File: src/sv/pwl_pkg.sv
`default_nettype none

package pwl_pkg;

    // Field and register widths.
    localparam int DIST_W   = 32;
    localparam int DELAY_W  = 21;
    localparam int CFG_W    = 16;
    localparam int USED_W   = 5;
    localparam int TSEL_W   = 2;
    localparam int EIDX_W   = 4;
    localparam int CIDX_W   = 2;

    // Stream payload layout.
    localparam int IN_TDATA_W  = 72;
    localparam int OUT_TDATA_W = 24;
    localparam int TSEL_LSB    = 0;
    localparam int EIDX_LSB    = TSEL_LSB + TSEL_W;
    localparam int EDIST_LSB   = EIDX_LSB + EIDX_W;
    localparam int GOAL_LSB    = EDIST_LSB + DIST_W;

    // Default sizes of the table store.
    localparam int TABLES_DEF  = 4;
    localparam int ENTRIES_DEF = 16;

    // Register indexes on the configuration port.
    localparam logic [CIDX_W-1:0] REG_ENTRIES_USED = 2'd0;
    localparam logic [CIDX_W-1:0] REG_DELAY_BASE   = 2'd1;
    localparam logic [CIDX_W-1:0] REG_DELAY_STEP   = 2'd2;

    // Register reset values.
    localparam logic [USED_W-1:0] ENTRIES_USED_RST = 5'd14;
    localparam logic [CFG_W-1:0]  DELAY_BASE_RST   = 16'd0;
    localparam logic [CFG_W-1:0]  DELAY_STEP_RST   = 16'd0;

    // Interpolation arithmetic. The slope is in hundredths, so it never exceeds
    // PCT_SCALE and fits in QUO_W bits; the divider runs one quotient bit a step.
    localparam int PCT_SCALE = 100;
    localparam int QUO_W     = 7;
    localparam int KW        = 3;
    localparam int NUM_W     = DIST_W + QUO_W;
    localparam int PROD_W    = CFG_W + QUO_W;
    localparam logic [KW-1:0] K_INIT = KW'(QUO_W - 1);

    // Division by PCT_SCALE as a multiply by a rounded-up reciprocal; exact for
    // every product below 2**PROD_W.
    localparam int RECIP_SH = 30;
    localparam int RECIP_W  = 24;
    localparam logic [RECIP_W-1:0] RECIP_M = RECIP_W'((2**RECIP_SH + PCT_SCALE - 1) / PCT_SCALE);
    localparam int RP_W     = PROD_W + RECIP_W;
    localparam int SCALED_W = RP_W - RECIP_SH;

    localparam logic [DELAY_W-1:0] DELAY_MAX = {DELAY_W{1'b1}};

    // Datapath operations.
    localparam int OP_W = 4;
    localparam logic [OP_W-1:0] OP_NOP   = 4'd0;
    localparam logic [OP_W-1:0] OP_SCAN  = 4'd1;
    localparam logic [OP_W-1:0] OP_DIFF  = 4'd2;
    localparam logic [OP_W-1:0] OP_MUL   = 4'd3;
    localparam logic [OP_W-1:0] OP_DIV   = 4'd4;
    localparam logic [OP_W-1:0] OP_PROD  = 4'd5;
    localparam logic [OP_W-1:0] OP_RECIP = 4'd6;
    localparam logic [OP_W-1:0] OP_SUM   = 4'd7;
    localparam logic [OP_W-1:0] OP_OOR   = 4'd8;

    // Jump conditions.
    localparam int COND_W = 3;
    localparam logic [COND_W-1:0] C_NEXT    = 3'd0;
    localparam logic [COND_W-1:0] C_BAD     = 3'd1;
    localparam logic [COND_W-1:0] C_MORE    = 3'd2;
    localparam logic [COND_W-1:0] C_MISS    = 3'd3;
    localparam logic [COND_W-1:0] C_DIVMORE = 3'd4;

    // Program steps.
    localparam int STEP_W = 4;
    localparam logic [STEP_W-1:0] S_CHECK = 4'd0;
    localparam logic [STEP_W-1:0] S_FETCH = 4'd1;
    localparam logic [STEP_W-1:0] S_SCAN  = 4'd2;
    localparam logic [STEP_W-1:0] S_TEST  = 4'd3;
    localparam logic [STEP_W-1:0] S_DIFF  = 4'd4;
    localparam logic [STEP_W-1:0] S_SCALE = 4'd5;
    localparam logic [STEP_W-1:0] S_DIV   = 4'd6;
    localparam logic [STEP_W-1:0] S_PROD  = 4'd7;
    localparam logic [STEP_W-1:0] S_RECIP = 4'd8;
    localparam logic [STEP_W-1:0] S_SUM   = 4'd9;
    localparam logic [STEP_W-1:0] S_OOR   = 4'd10;

    // One control word of the program.
    typedef struct packed {
        logic [OP_W-1:0]   op;
        logic [COND_W-1:0] cond;
        logic [STEP_W-1:0] target;
        logic              last;
    } ctl_t;

    // Status flags that the datapath returns for jump decisions.
    typedef struct packed {
        logic bad;
        logic more;
        logic miss;
        logic div_more;
    } stat_t;

    // Program store of the query sequencer.
    function automatic ctl_t ucode(input logic [STEP_W-1:0] step);
        ctl_t w;
        w = '{op: OP_NOP, cond: C_NEXT, target: S_CHECK, last: 1'b0};
        unique case (step)
            S_CHECK: begin w.cond = C_BAD; w.target = S_OOR; end
            S_FETCH: begin end
            S_SCAN:  begin w.op = OP_SCAN; w.cond = C_MORE; w.target = S_FETCH; end
            S_TEST:  begin w.cond = C_MISS; w.target = S_OOR; end
            S_DIFF:  w.op = OP_DIFF;
            S_SCALE: w.op = OP_MUL;
            S_DIV:   begin w.op = OP_DIV; w.cond = C_DIVMORE; w.target = S_DIV; end
            S_PROD:  w.op = OP_PROD;
            S_RECIP: w.op = OP_RECIP;
            S_SUM:   begin w.op = OP_SUM; w.last = 1'b1; end
            S_OOR:   begin w.op = OP_OOR; w.last = 1'b1; end
            default: begin w.op = OP_OOR; w.last = 1'b1; end
        endcase
        return w;
    endfunction

endpackage

`default_nettype wire

File: src/sv/pwl_ram.sv
`default_nettype none

module pwl_ram #(
    parameter int WIDTH = 32,
    parameter int DEPTH = 64
) (
    input  wire logic                     clk,
    input  wire logic                     we,
    input  wire logic [$clog2(DEPTH)-1:0] waddr,
    input  wire logic [WIDTH-1:0]         wdata,
    input  wire logic [$clog2(DEPTH)-1:0] raddr,
    output logic      [WIDTH-1:0]         rdata
);

    logic [WIDTH-1:0] mem [DEPTH];

    // One write port, one read port with registered data.
    always_ff @(posedge clk)
    begin
        if (we)
        begin
            mem[waddr] <= wdata;
        end
        rdata <= mem[raddr];
    end

endmodule

`default_nettype wire

File: src/sv/pwl_seq.sv
`default_nettype none

module pwl_seq import pwl_pkg::*; (
    input  wire logic  clk,
    input  wire logic  rst_n,
    input  wire logic  start,
    input  wire stat_t stat,
    input  wire logic  out_free,
    output ctl_t       ctl,
    output logic       fire,
    output logic       done,
    output logic       busy
);

    logic              busy_reg;
    logic              busy_next;
    logic [STEP_W-1:0] upc_reg;
    logic [STEP_W-1:0] upc_next;
    logic              jump;

    // Current control word from the program store.
    assign ctl  = ucode(upc_reg);
    assign busy = busy_reg;

    // The final step waits until the output register can take the result.
    assign fire = busy_reg && (!ctl.last || out_free);
    assign done = fire && ctl.last;

    // Jump condition decode.
    always_comb
    begin
        unique case (ctl.cond)
            C_NEXT:    jump = 1'b0;
            C_BAD:     jump = stat.bad;
            C_MORE:    jump = stat.more;
            C_MISS:    jump = stat.miss;
            C_DIVMORE: jump = stat.div_more;
            default:   jump = 1'b0;
        endcase
    end

    // Step counter update.
    always_comb
    begin
        busy_next = busy_reg;
        upc_next  = upc_reg;
        if (start)
        begin
            busy_next = 1'b1;
            upc_next  = S_CHECK;
        end
        else if (fire)
        begin
            if (ctl.last)
            begin
                busy_next = 1'b0;
            end
            else if (jump)
            begin
                upc_next = ctl.target;
            end
            else
            begin
                upc_next = upc_reg + STEP_W'(1);
            end
        end
    end

    always_ff @(posedge clk or negedge rst_n)
    begin
        if (!rst_n)
        begin
            busy_reg <= 1'b0;
            upc_reg  <= S_CHECK;
        end
        else
        begin
            busy_reg <= busy_next;
            upc_reg  <= upc_next;
        end
    end

endmodule

`default_nettype wire

File: src/sv/pwl_dpath.sv
`default_nettype none

module pwl_dpath import pwl_pkg::*; #(
    parameter int TABLES  = TABLES_DEF,
    parameter int ENTRIES = ENTRIES_DEF
) (
    input  wire logic                                clk,
    input  wire logic                                rst_n,
    input  wire logic                                start,
    input  wire logic [TSEL_W-1:0]                   table_select,
    input  wire logic [DIST_W-1:0]                   goal_distance,
    input  wire logic [USED_W-1:0]                   entries_used,
    input  wire logic [CFG_W-1:0]                    delay_base,
    input  wire logic [CFG_W-1:0]                    delay_step,
    input  wire ctl_t                                ctl,
    input  wire logic                                fire,
    input  wire logic [DIST_W-1:0]                   rd_data,
    output logic      [$clog2(TABLES*ENTRIES)-1:0]   rd_addr,
    output stat_t                                    stat,
    output logic      [DELAY_W-1:0]                  delay,
    output logic                                     out_of_range
);

    localparam int AW     = $clog2(TABLES * ENTRIES);
    localparam int IW     = $clog2(ENTRIES);
    localparam int UW     = $clog2(ENTRIES + 1);
    localparam int CW     = (UW > USED_W) ? UW : USED_W;
    localparam int ACC_W  = IW + CFG_W + 1;
    localparam int SUM_W  = (ACC_W + 1 > DELAY_W + 1) ? ACC_W + 1 : DELAY_W + 1;

    // Control state.
    logic [IW-1:0]       i_reg;
    logic                bad_reg;
    logic                miss_reg;
    logic [KW-1:0]       k_reg;

    // Operand and result registers.
    logic [DIST_W-1:0]   goal_reg;
    logic [AW-1:0]       base_reg;
    logic [DIST_W-1:0]   lower_reg;
    logic [DIST_W-1:0]   upper_reg;
    logic [NUM_W-1:0]    num_reg;
    logic [DIST_W-1:0]   den_reg;
    logic [QUO_W-1:0]    quo_reg;
    logic [PROD_W-1:0]   prod_reg;
    logic [ACC_W-1:0]    acc_reg;
    logic [SCALED_W-1:0] scaled_reg;

    logic [CW-1:0]       used_ext;
    logic [UW-1:0]       used;
    logic                tab_ok;
    logic                above;
    logic [NUM_W-1:0]    num_mul;
    logic [NUM_W-1:0]    trial;
    logic [PROD_W-1:0]   prod_next;
    logic [IW-1:0]       im1;
    logic [ACC_W-1:0]    acc_next;
    logic [RP_W-1:0]     rprod;
    logic [SUM_W-1:0]    sum;

    // Entries in use, limited to the table depth.
    assign used_ext = (CW'(entries_used) > CW'(ENTRIES)) ? CW'(ENTRIES) : CW'(entries_used);
    assign used     = UW'(used_ext);
    assign tab_ok   = 32'(table_select) < 32'(TABLES);

    // Scan compare against the entry read in the previous step.
    assign rd_addr = base_reg + AW'(i_reg);
    assign above   = goal_reg > rd_data;

    assign stat.bad      = bad_reg;
    assign stat.more     = above && ((UW'(i_reg) + UW'(1)) < used);
    assign stat.miss     = miss_reg;
    assign stat.div_more = k_reg != '0;

    // Arithmetic units.
    assign num_mul   = NUM_W'(num_reg[DIST_W-1:0]) * NUM_W'(PCT_SCALE);
    assign trial     = NUM_W'(den_reg) << k_reg;
    assign prod_next = PROD_W'(delay_step) * PROD_W'(quo_reg);
    assign im1       = i_reg - IW'(1);
    assign acc_next  = ACC_W'(delay_base) + ACC_W'(im1) * ACC_W'(delay_step);
    assign rprod     = RP_W'(prod_reg) * RP_W'(RECIP_M);
    assign sum       = SUM_W'(acc_reg) + SUM_W'(scaled_reg);

    // Result of the final step, saturated to the delay width.
    always_comb
    begin
        if (ctl.op == OP_OOR)
        begin
            delay        = '0;
            out_of_range = 1'b1;
        end
        else
        begin
            delay        = (sum > SUM_W'(DELAY_MAX)) ? DELAY_MAX : DELAY_W'(sum);
            out_of_range = 1'b0;
        end
    end

    // Control state: entry counter, flags and divider step count.
    always_ff @(posedge clk or negedge rst_n)
    begin
        if (!rst_n)
        begin
            i_reg    <= '0;
            bad_reg  <= 1'b0;
            miss_reg <= 1'b0;
            k_reg    <= '0;
        end
        else if (start)
        begin
            i_reg   <= '0;
            bad_reg <= !tab_ok || (used == '0);
        end
        else if (fire)
        begin
            case (ctl.op)
                OP_SCAN:
                begin
                    if (stat.more)
                    begin
                        i_reg <= i_reg + IW'(1);
                    end
                    miss_reg <= above || (i_reg == '0);
                end
                OP_MUL:  k_reg <= K_INIT;
                OP_DIV:  k_reg <= k_reg - KW'(1);
                default: begin end
            endcase
        end
    end

    // Operand registers, one operation per step.
    always_ff @(posedge clk)
    begin
        if (start)
        begin
            goal_reg <= goal_distance;
            base_reg <= AW'(table_select) * AW'(ENTRIES);
        end
        else if (fire)
        begin
            case (ctl.op)
                OP_SCAN:
                begin
                    if (above)
                    begin
                        lower_reg <= rd_data;
                    end
                    else
                    begin
                        upper_reg <= rd_data;
                    end
                end
                OP_DIFF:
                begin
                    num_reg <= NUM_W'(goal_reg - lower_reg);
                    den_reg <= upper_reg - lower_reg;
                end
                OP_MUL:
                begin
                    num_reg <= num_mul;
                    quo_reg <= '0;
                end
                OP_DIV:
                begin
                    if (num_reg >= trial)
                    begin
                        num_reg        <= num_reg - trial;
                        quo_reg[k_reg] <= 1'b1;
                    end
                end
                OP_PROD:
                begin
                    prod_reg <= prod_next;
                    acc_reg  <= acc_next;
                end
                OP_RECIP: scaled_reg <= rprod[RECIP_SH +: SCALED_W];
                default:  begin end
            endcase
        end
    end

endmodule

`default_nettype wire

File: src/sv/piecewise_linear_delay_lookup_core.sv
// Load: one per cycle when idle, written to the table store at its transfer; no result.
// Query: the result follows the scan of the entries and the interpolation steps below;
// an invalid table or entry count, or a goal outside, ends in the out-of-range step.
// One query at a time: the next transfer can be taken once its result is registered.
// Steps: check, two per entry via the registered read, test, 2 setup, 7 divide, 3 arithmetic.
// Backpressure holds the last step. Reset loads register defaults; tables stay undefined.
`default_nettype none

module piecewise_linear_delay_lookup_core import pwl_pkg::*; #(
    parameter int TABLES  = TABLES_DEF,
    parameter int ENTRIES = ENTRIES_DEF
) (
    input  wire logic                   clk,
    input  wire logic                   rst_n,
    // Input stream.
    input  wire logic                   s_tvalid,
    output logic                        s_tready,
    // table_select[1:0], entry_index[5:2], entry_distance[37:6], goal_distance[69:38]
    input  wire logic [IN_TDATA_W-1:0]  s_tdata,
    // command[0]
    input  wire logic                   s_tuser,
    // Result stream.
    output logic                        m_tvalid,
    input  wire logic                   m_tready,
    // delay[20:0]
    output logic      [OUT_TDATA_W-1:0] m_tdata,
    // out_of_range[0]
    output logic                        m_tuser,
    // Configuration write port.
    input  wire logic                   cfg_write,
    input  wire logic [CIDX_W-1:0]      cfg_index,
    input  wire logic [CFG_W-1:0]       cfg_data
);

    localparam int AW = $clog2(TABLES * ENTRIES);

    logic [USED_W-1:0]  entries_used_reg;
    logic [CFG_W-1:0]   delay_base_reg;
    logic [CFG_W-1:0]   delay_step_reg;

    logic               out_valid_reg;
    logic [DELAY_W-1:0] delay_reg;
    logic               oor_reg;

    logic [TSEL_W-1:0]  table_select;
    logic [EIDX_W-1:0]  entry_index;
    logic [DIST_W-1:0]  entry_distance;
    logic [DIST_W-1:0]  goal_distance;

    logic               take;
    logic               start;
    logic               wr_en;
    logic [AW-1:0]      wr_addr;
    logic [AW-1:0]      rd_addr;
    logic [DIST_W-1:0]  rd_data;

    ctl_t               ctl;
    stat_t              stat;
    logic               fire;
    logic               done;
    logic               busy;
    logic               out_free;
    logic [DELAY_W-1:0] dp_delay;
    logic               dp_oor;

    // Unpack the input payload.
    assign table_select   = s_tdata[TSEL_LSB +: TSEL_W];
    assign entry_index    = s_tdata[EIDX_LSB +: EIDX_W];
    assign entry_distance = s_tdata[EDIST_LSB +: DIST_W];
    assign goal_distance  = s_tdata[GOAL_LSB +: DIST_W];

    // Input handshake: loads complete at the transfer, queries start the sequencer.
    assign s_tready = !busy;
    assign take     = s_tvalid && s_tready;
    assign start    = take && s_tuser;
    assign wr_en    = take && !s_tuser
                      && (32'(table_select) < 32'(TABLES))
                      && (32'(entry_index) < 32'(ENTRIES));
    assign wr_addr  = AW'(table_select) * AW'(ENTRIES) + AW'(entry_index);

    // Configuration registers.
    always_ff @(posedge clk or negedge rst_n)
    begin
        if (!rst_n)
        begin
            entries_used_reg <= ENTRIES_USED_RST;
            delay_base_reg   <= DELAY_BASE_RST;
            delay_step_reg   <= DELAY_STEP_RST;
        end
        else if (cfg_write)
        begin
            case (cfg_index)
                REG_ENTRIES_USED: entries_used_reg <= cfg_data[USED_W-1:0];
                REG_DELAY_BASE:   delay_base_reg   <= cfg_data;
                REG_DELAY_STEP:   delay_step_reg   <= cfg_data;
                default:          begin end
            endcase
        end
    end

    // Calibration distance store, all tables in one memory.
    pwl_ram #(
        .WIDTH (DIST_W),
        .DEPTH (TABLES * ENTRIES)
    ) u_ram (
        .clk   (clk),
        .we    (wr_en),
        .waddr (wr_addr),
        .wdata (entry_distance),
        .raddr (rd_addr),
        .rdata (rd_data)
    );

    pwl_seq u_seq (
        .clk      (clk),
        .rst_n    (rst_n),
        .start    (start),
        .stat     (stat),
        .out_free (out_free),
        .ctl      (ctl),
        .fire     (fire),
        .done     (done),
        .busy     (busy)
    );

    pwl_dpath #(
        .TABLES  (TABLES),
        .ENTRIES (ENTRIES)
    ) u_dpath (
        .clk           (clk),
        .rst_n         (rst_n),
        .start         (start),
        .table_select  (table_select),
        .goal_distance (goal_distance),
        .entries_used  (entries_used_reg),
        .delay_base    (delay_base_reg),
        .delay_step    (delay_step_reg),
        .ctl           (ctl),
        .fire          (fire),
        .rd_data       (rd_data),
        .rd_addr       (rd_addr),
        .stat          (stat),
        .delay         (dp_delay),
        .out_of_range  (dp_oor)
    );

    // Output register: holds a result until its transfer.
    assign out_free = !out_valid_reg || m_tready;

    always_ff @(posedge clk or negedge rst_n)
    begin
        if (!rst_n)
        begin
            out_valid_reg <= 1'b0;
        end
        else if (done)
        begin
            out_valid_reg <= 1'b1;
        end
        else if (m_tready)
        begin
            out_valid_reg <= 1'b0;
        end
    end

    always_ff @(posedge clk)
    begin
        if (done)
        begin
            delay_reg <= dp_delay;
            oor_reg   <= dp_oor;
        end
    end

    assign m_tvalid = out_valid_reg;
    assign m_tdata  = OUT_TDATA_W'(delay_reg);
    assign m_tuser  = oor_reg;

endmodule

`default_nettype wire

File: config.mk
export PLATFORM = sky130hd
export DESIGN_NAME = piecewise_linear_delay_lookup_core
export DESIGN_NICKNAME = d
export VERILOG_FILES = /design/src/sv/pwl_pkg.sv /design/src/sv/pwl_ram.sv /design/src/sv/pwl_seq.sv /design/src/sv/pwl_dpath.sv /design/src/sv/piecewise_linear_delay_lookup_core.sv
export SDC_FILE = /design/constraint.sdc
export NUM_CORES = 2
export LEC_CHECK = 0
export ABC_AREA = 1
export BUFFER_PORTS_ARGS = -buffer_cell sky130_fd_sc_hd__clkbuf_2
export CORE_MARGIN = 2
export CORE_UTILIZATION = 40
export CTS_CLUSTER_SIZE = 14
export DETAILED_ROUTE_END_ITERATION = 8
export PLACE_DENSITY = 0.58
export RECOVER_POWER = 50
export SYNTH_ARGS = -nofsm -noshare
export SYNTH_HDL_FRONTEND = slang
export SYNTH_SLANG_ARGS = --single-unit
File: constraint.sdc
create_clock -name clk -period 8 [get_ports clk]
set_input_delay 0.8 -clock clk [delete_from_list [all_inputs] [get_ports clk]]
set_output_delay 0.8 -clock clk [all_outputs]
set_load 0.005 [all_outputs]
=== Word-level counts from Yosys, hierarchy flattened ===
Memories as Yosys holds them, arrays and structs flattened. A register that Yosys moved wholly into a read port is not among the register bits.
Index checks and enable logic that the tools add are counted.

* Register bits after elaboration: 311
* Memory bits (writable): 2,048
* Bits of input ports: 96
* Output and inout port bits: 27
* Word-level logic and storage cells: 145
* Memories kept: 1

* Add/sub/neg operators: 12
* Multiply operators: 4
* Order comparisons: 7
* Eq/ne operators: 24
* Shift operators: 1
* Mux-type cells: 29
* Bitwise gates (word level): 3
* Reductions and logical operators: 42

{| class="wikitable"
|+ Memories
! memory !! depth !! width !! rd ports !! clocked after Yosys merged registers in !! wr ports !! RTL line !! RTL
|-
| u_ram.mem || 64 || 32 || 1 || 1 || 1 || pwl_ram.sv:15 || <nowiki>logic [WIDTH-1:0] mem [DEPTH];</nowiki>
|}

{| class="wikitable"
|+ Operators with widths
! kind !! count
|-
| one-hot mux 39 bit (3 select lines) || 1
|-
| multiplier 23 x 24 -> 47 bit, second input constant || 1
|-
| >= comparator 39 bit || 1
|-
| two-way mux 39 bit || 1
|-
| left shift 32 x 3 -> 39 bit || 1
|-
| subtractor 39 bit || 1
|-
| multiplier 32 x 5 -> 37 bit, second input constant || 1
|-
| subtractor 32 x 32 -> 33 bit || 1
|-
| > comparator 32 bit || 1
|-
| two-way mux 4 bit || 8
|-
| one-hot mux 4 bit (8 select lines) || 1
|-
| subtractor 32 bit || 1
|-
| equality test 4 x 3 -> 1 bit, second input constant || 7
|-
| one-hot mux 7 bit (4 select lines) || 1
|-
| multiplier 16 x 7 -> 23 bit || 1
|-
| adder 21 x 17 -> 22 bit || 1
|-
| > comparator 22 x 21 -> 1 bit, second input constant || 1
|-
| adder 16 x 20 -> 21 bit || 1
|-
| two-way mux 21 bit || 1
|-
| multiplier 4 x 16 -> 20 bit || 1
|-
| AND reduction 3 bit || 6
|-
| equality test 4 x 2 -> 1 bit, second input constant || 4
|-
| AND reduction 4 bit || 4
|-
| one-hot mux 7 bit (2 select lines) || 1
|-
| other kinds (36) || 74
|}

=== Depth between registers and ports, before layout ===
* Depth after elaboration: 9
* Mapped depth: 27
* Depth with buffers taken out: 27

=== By module ===
Synthesis repeated with hierarchy kept, for this count alone.

* Cell total of the unflattened synthesis: 12,199
* Area, all modules: 124,539.4 um^2

{| class="wikitable"
|+ By module, submodules not included
! module !! instances !! cells an instance !! area each (um^2) !! seq. area each (um^2)
|-
| pwl_ram || 1 || 6,769 || 82,738.1 || 62,139.6
|-
| pwl_dpath || 1 || 5,140 || 38,886.0 || 7,342.0
|-
| piecewise_linear_delay_lookup_core || 1 || 202 || 2,292.2 || 1,615.3
|-
| pwl_seq || 1 || 88 || 623.1 || 125.1
|}

=== Worst setup path after synthesis ===
No wires, ideal clock.

* Kind: register to register
* Start point: register u_dpath.prod_reg[6]
* End point: register u_dpath.scaled_reg[8], data pin
* Setup time: 258 ps
* Arrival time: 5,363 ps
* Data required time: 7,742 ps
* Slack: 2,379 ps
* Stages on the path, launching flop included: 23
* Buffers on the path: 0
* Period minus slack after synthesis: 5,621 ps
* Cells stage by stage: edfxtp_1 -> inv_1 -> fa_1 -> inv_1 -> fa_1 -> inv_1 -> fa_1 -> fa_1 -> inv_1 -> fa_1 -> fa_1 -> inv_1 -> fa_1 -> inv_1 -> ha_1 -> nand2_1 -> nand2_1 -> a31oi_1 -> o21ai_0 -> a21oi_1 -> nand2_1 -> a21oi_1 -> xnor2_1

* Longest elaborated chain between the ends: 1

{| class="wikitable"
|+ Ends and longest elaborated chain
! item !! RTL line !! RTL
|-
| start: declaration || pwl_dpath.sv:45 || <nowiki>logic [PROD_W-1:0] prod_reg;</nowiki>
|-
| start signal: assignment || pwl_dpath.sv:174 || <nowiki>prod_reg <= prod_next;</nowiki>
|-
| multiplier 23 x 24 -> 47 bit || pwl_dpath.sv:81 || <nowiki>assign rprod = RP_W'(prod_reg) * RP_W'(RECIP_M);</nowiki>
|-
| net u_dpath.rprod[38] || pwl_dpath.sv:58 || <nowiki>logic [RP_W-1:0] rprod;</nowiki>
|-
| end signal: assignment || pwl_dpath.sv:177 || <nowiki>OP_RECIP: scaled_reg <= rprod[RECIP_SH +: SCALED_W];</nowiki>
|-
| end: declaration || pwl_dpath.sv:47 || <nowiki>logic [SCALED_W-1:0] scaled_reg;</nowiki>
|}

The timed path passes the listed nets, and every way through them passes these cells.
A chain may end at the register's enable or synchronous reset.

=== Worst setup path after layout ===
Same ends and word-level chain as after synthesis.

==> out/qor.tcl <==
set qor(synth_async_sr_flop_share) 0.0217
set qor(violated_checks) {max-capacitance violations, max-slew violations}
set qor(max-cap-violations) 38
set qor(pin_count_of_the_biggest_net_entering_global_routing) 187
set qor(post_cts_resize_count) 0
set qor(post_synth_main_area_contributors) {sky130_fd_sc_hd__edfxtp_1 (58%), sky130_fd_sc_hd__ha_1 (6.0%), sky130_fd_sc_hd__fa_1 (5.6%)}
set qor(report.final.slew_viol_count) 2278
set qor(status) {finished with violations}
set qor(core_area_mm2) 0.299
set qor(cts.reportedPaths.clkPinSlew_ps) 70
set qor(drt_iter0_drc) 8424
set qor(worst_clock_skew_ps) 79.7
set qor(path_cells) {inv_1 -> fa_1 -> inv_1 -> fa_1 -> inv_1 -> fa_1 -> fa_1 -> inv_1 -> fa_1 -> fa_1 -> inv_1 -> fa_1 -> inv_1 -> ha_1 -> nand2_1 -> nand2_1 -> a31oi_1 -> o21ai_0 -> a21oi_1 -> nand2_1 -> a21oi_1 -> xnor2_1}
set qor(synthTopCellsByCount) {sky130_fd_sc_hd__edfxtp_1 (2307), sky130_fd_sc_hd__nand2_1 (1323), sky130_fd_sc_hd__nor2_1 (1221)}
set qor(cts_setup_buffers) 0
set qor(hold_bufs_at_cts) 0
set qor(drt.antenna.violating_nets) 0
set qor(dp_hpwl_um) 225000
set qor(num_vias) 83835
set qor(ioPinCount) 123
set qor(worst_slew_margin) -1.53
set qor(synth_enable_flop_cells) 2307
set qor(setup_tns_ps) 0
set qor(yosys_register_bits) 2391
set qor(crit_path_frequent_cell) {sky130_fd_sc_hd__fa_1}
set qor(first_pass_iters) 6
set qor(final.period_utilization) 0.804
set qor(multiInputGateArea_mm2) 0.0432
set qor(ctsLongestPathBuffers) 4
set qor(critical_path.slowest_cell) {sky130_fd_sc_hd__edfxtp_1}
set qor(p_per_area_mw_per_mm2) 397
set qor(p_total_mw) 53.1
set qor(yosys_most_used_dff) {sky130_fd_sc_hd__edfxtp_1}
set qor(cts_tree) {yes}
set qor(synth_warnings) 0
set qor(cellLeakagePower_nw) 50.2
set qor(gp_congestion) 0.905
set qor(cp.required_ps) 8540
set qor(worstHoldPathType) {in -> reg}
set qor(synth_top_area_cell) {sky130_fd_sc_hd__edfxtp_1}
set qor(port-buffer-count) 117
set qor(area_added_between_synthesis_and_finish_pct) 11.4
set qor(synth_most_common_cell) {sky130_fd_sc_hd__edfxtp_1}
set qor(average_wire_per_cell_in_the_routed_design_um) 24.3
set qor(netlist_area_mm2) 0.120
set qor(place_worst_setup_slack_ps) 1610
set qor(finalWorstSetupSlack_ps) 1570
set qor(yosys.area.top_type_share) 0.577
set qor(finish.utilization) 0.447
set qor(drt-vias-per-instance) 5.63
set qor(worst-endpoint-arrival_ps) 6970
set qor(worst_slew_pin_tran_ps) 3800
set qor(start_kind) {flip-flop}
set qor(floorplan.die.height_um) 552
set qor(cts_root_buf) {sky130_fd_sc_hd__clkbuf_16}
set qor(source_to_sink_clock_delay_at_the_later_pin_of_the_worst_skew_pair_ps) 860
set qor(route.detailed.drc) 0
set qor(report.final.setup_viol) 0
set qor(largest_register_ffs) 2048
set qor(cts_buffers) 269
set qor(worst-setup-path-type) {reg -> reg}
set qor(ys_seq_area_frac) 0.593
set qor(irDropWorstVdd_mv) 0.362
set qor(dp.cells) 14406
set qor(std_cell_rows) 201
set qor(period_minus_slack_ps) 6430
set qor(route.final.wire_length_um) 362000
set qor(distinct_cell_type_count_of_the_synthesized_netlist) 58
set qor(seq_area_mm2) 0.0712
set qor(syn-mean-instance-area_um2) 11.3
set qor(layout.nets) 11731
set qor(timing.fmax_mhz) 156
set qor(htree_num_levels) 5
set qor(synth_cells) 10665
set qor(grt_use_total) 0.233
set qor(cts_sinks) 2391
set qor(final.fill_count) 27449
set qor(crit_fanout) 7
set qor(initial_standard_cell_utilization_of_the_core) 0.401
set qor(wire_length_of_the_first_global_routing_pass_um) 528000
set qor(final_hold_viols) 0
set qor(flop2flop_setup_slack_ps) 1570
set qor(grt_overflow) 0
set qor(grt_pass1_vias) 83051
set qor(setup_repair_after_global_routing_missed_its_margin) {no}
set qor(instances_no_fill) 14881
set qor(post_route_cells_drive_above_1_share) 0.0663
set qor(antenna_found_initial) 16
set qor(dieWidth_um) 552
set qor(cp_slowest_stage_delay_ps) 590
set qor(crit_path_end_kind) {flip-flop}
set qor(floorplan.die_area_mm2) 0.305
[kinds of logic (layout without fill, tap and decap cells)]
group                      after synthesis  after routing  synth area share
other                                    1             12         0.0000312
AOI/OAI and AO/OA                     2288           2288             0.115
buffers and inverters                 1595           1842            0.0515
DFF                                   2391           2391             0.593
xor gates and xnor gates               126            126           0.00919
adders and majority gates              916            916             0.117
muxes                                    5              5          0.000417
and+or+nand+nor                       3343           3343             0.115
[final timing paths]
check / startpoint / end / depth (start not counted)
worst max-delay path: u_dpath.prod_reg[6] / u_dpath.scaled_reg[8] / 22
worst min register to register: u_ram.rdata[12] / u_dpath.upper_reg[12] / 0
worst min-delay path: s_tdata[65] / u_dpath.goal_reg[27] / 1
worst max register to register: u_dpath.prod_reg[6] / u_dpath.scaled_reg[8] / 22
max in group asynchronous: rst_n / u_dpath.i_reg[0] / 2
min in group asynchronous: rst_n / delay_base_reg[9] / 2
[through the flow]
| stage | instance area, µm² | hold WS (ps) |
|---|---|---|
| floorplan | 120000 | 426 |
| CTS | 134000 | 110 |
| finish | 134000 | 168 |
| global placement | 126000 | 435 |
| global route | 134000 | 116 |
| detailed placement | 126000 | 441 |
[power by group]
part,switching (mW),internal (mW)
registers,0.468,14.8
logic,17.6,8.36
clock network,4.95,6.96
[layer usage]
layer	vias up	wire length (µm)	track usage	part of all wire
met4	2	12100	0.0756	0.033
met2	3231	169000	0.380	0.47
met1	41986	155000	0.319	0.43
li1	38072	-	-	-
met3	544	26900	0.0341	0.074
met5	-	10	0	0.000028
[area by class of cell]
class,count,area share
Sequential cell,2391,0.533
Clock buffer,346,0.0546
Clock inverter,120,0.00811
Timing Repair Buffer,292,0.0139
Tap cell,3958,0.0370
Inverter,1084,0.0306
Antenna cell,9,0.000168
Multi-Input combinational cell,6681,0.323
[worst max-delay path: cells and delay by family, from the launching register on]
| family | cells | cell delay, ps |
|---|---|---|
| AO/OA/AOI/OAI | 4 | 910 |
| adder cells (fa/ha/maj) | 8 | 3830 |
| buffers and inverters | 6 | 440 |
| flip-flops | 1 | 590 |
| AND/OR/NAND/NOR | 3 | 280 |
| XOR/XNOR | 1 | 80 |
[cell usage in the layout, fill, tap and decap left out, types with 32 or more instances in the layout]
cell type | Yosys | layout
sky130_fd_sc_hd__clkinv_1 | 1 | 38
sky130_fd_sc_hd__o22ai_1 | 167 | 167
sky130_fd_sc_hd__nor3_1 | 47 | 47
sky130_fd_sc_hd__o21ai_0 | 1072 | 1072
sky130_fd_sc_hd__fa_1 | 338 | 338
sky130_fd_sc_hd__nor2_1 | 1221 | 1155
sky130_fd_sc_hd__nand4_1 | 55 | 55
sky130_fd_sc_hd__a221oi_1 | 114 | 114
sky130_fd_sc_hd__nand3_1 | 620 | 620
sky130_fd_sc_hd__a31oi_1 | 35 | 35
sky130_fd_sc_hd__nor2_4 | 2 | 67
sky130_fd_sc_hd__clkbuf_16 | 0 | 276
sky130_fd_sc_hd__dfxtp_1 | 32 | 32
sky130_fd_sc_hd__o221ai_1 | 175 | 175
sky130_fd_sc_hd__a21oi_1 | 363 | 363
sky130_fd_sc_hd__clkinv_2 | 0 | 50
sky130_fd_sc_hd__a21o_1 | 38 | 38
sky130_fd_sc_hd__xor2_1 | 87 | 87
sky130_fd_sc_hd__xnor2_1 | 39 | 39
sky130_fd_sc_hd__nand2_1 | 1323 | 1323
sky130_fd_sc_hd__edfxtp_1 | 2307 | 2307
sky130_fd_sc_hd__o2111ai_1 | 65 | 65
sky130_fd_sc_hd__ha_1 | 578 | 578
sky130_fd_sc_hd__o21bai_1 | 32 | 32
sky130_fd_sc_hd__clkbuf_2 | 1 | 81
sky130_fd_sc_hd__o211ai_1 | 184 | 184
sky130_fd_sc_hd__buf_4 | 14 | 127
sky130_fd_sc_hd__dfrtp_1 | 49 | 45
sky130_fd_sc_hd__clkbuf_1 | 349 | 130
sky130_fd_sc_hd__inv_1 | 1072 | 1067
Note: power is estimated with default switching activity, not from simulation.
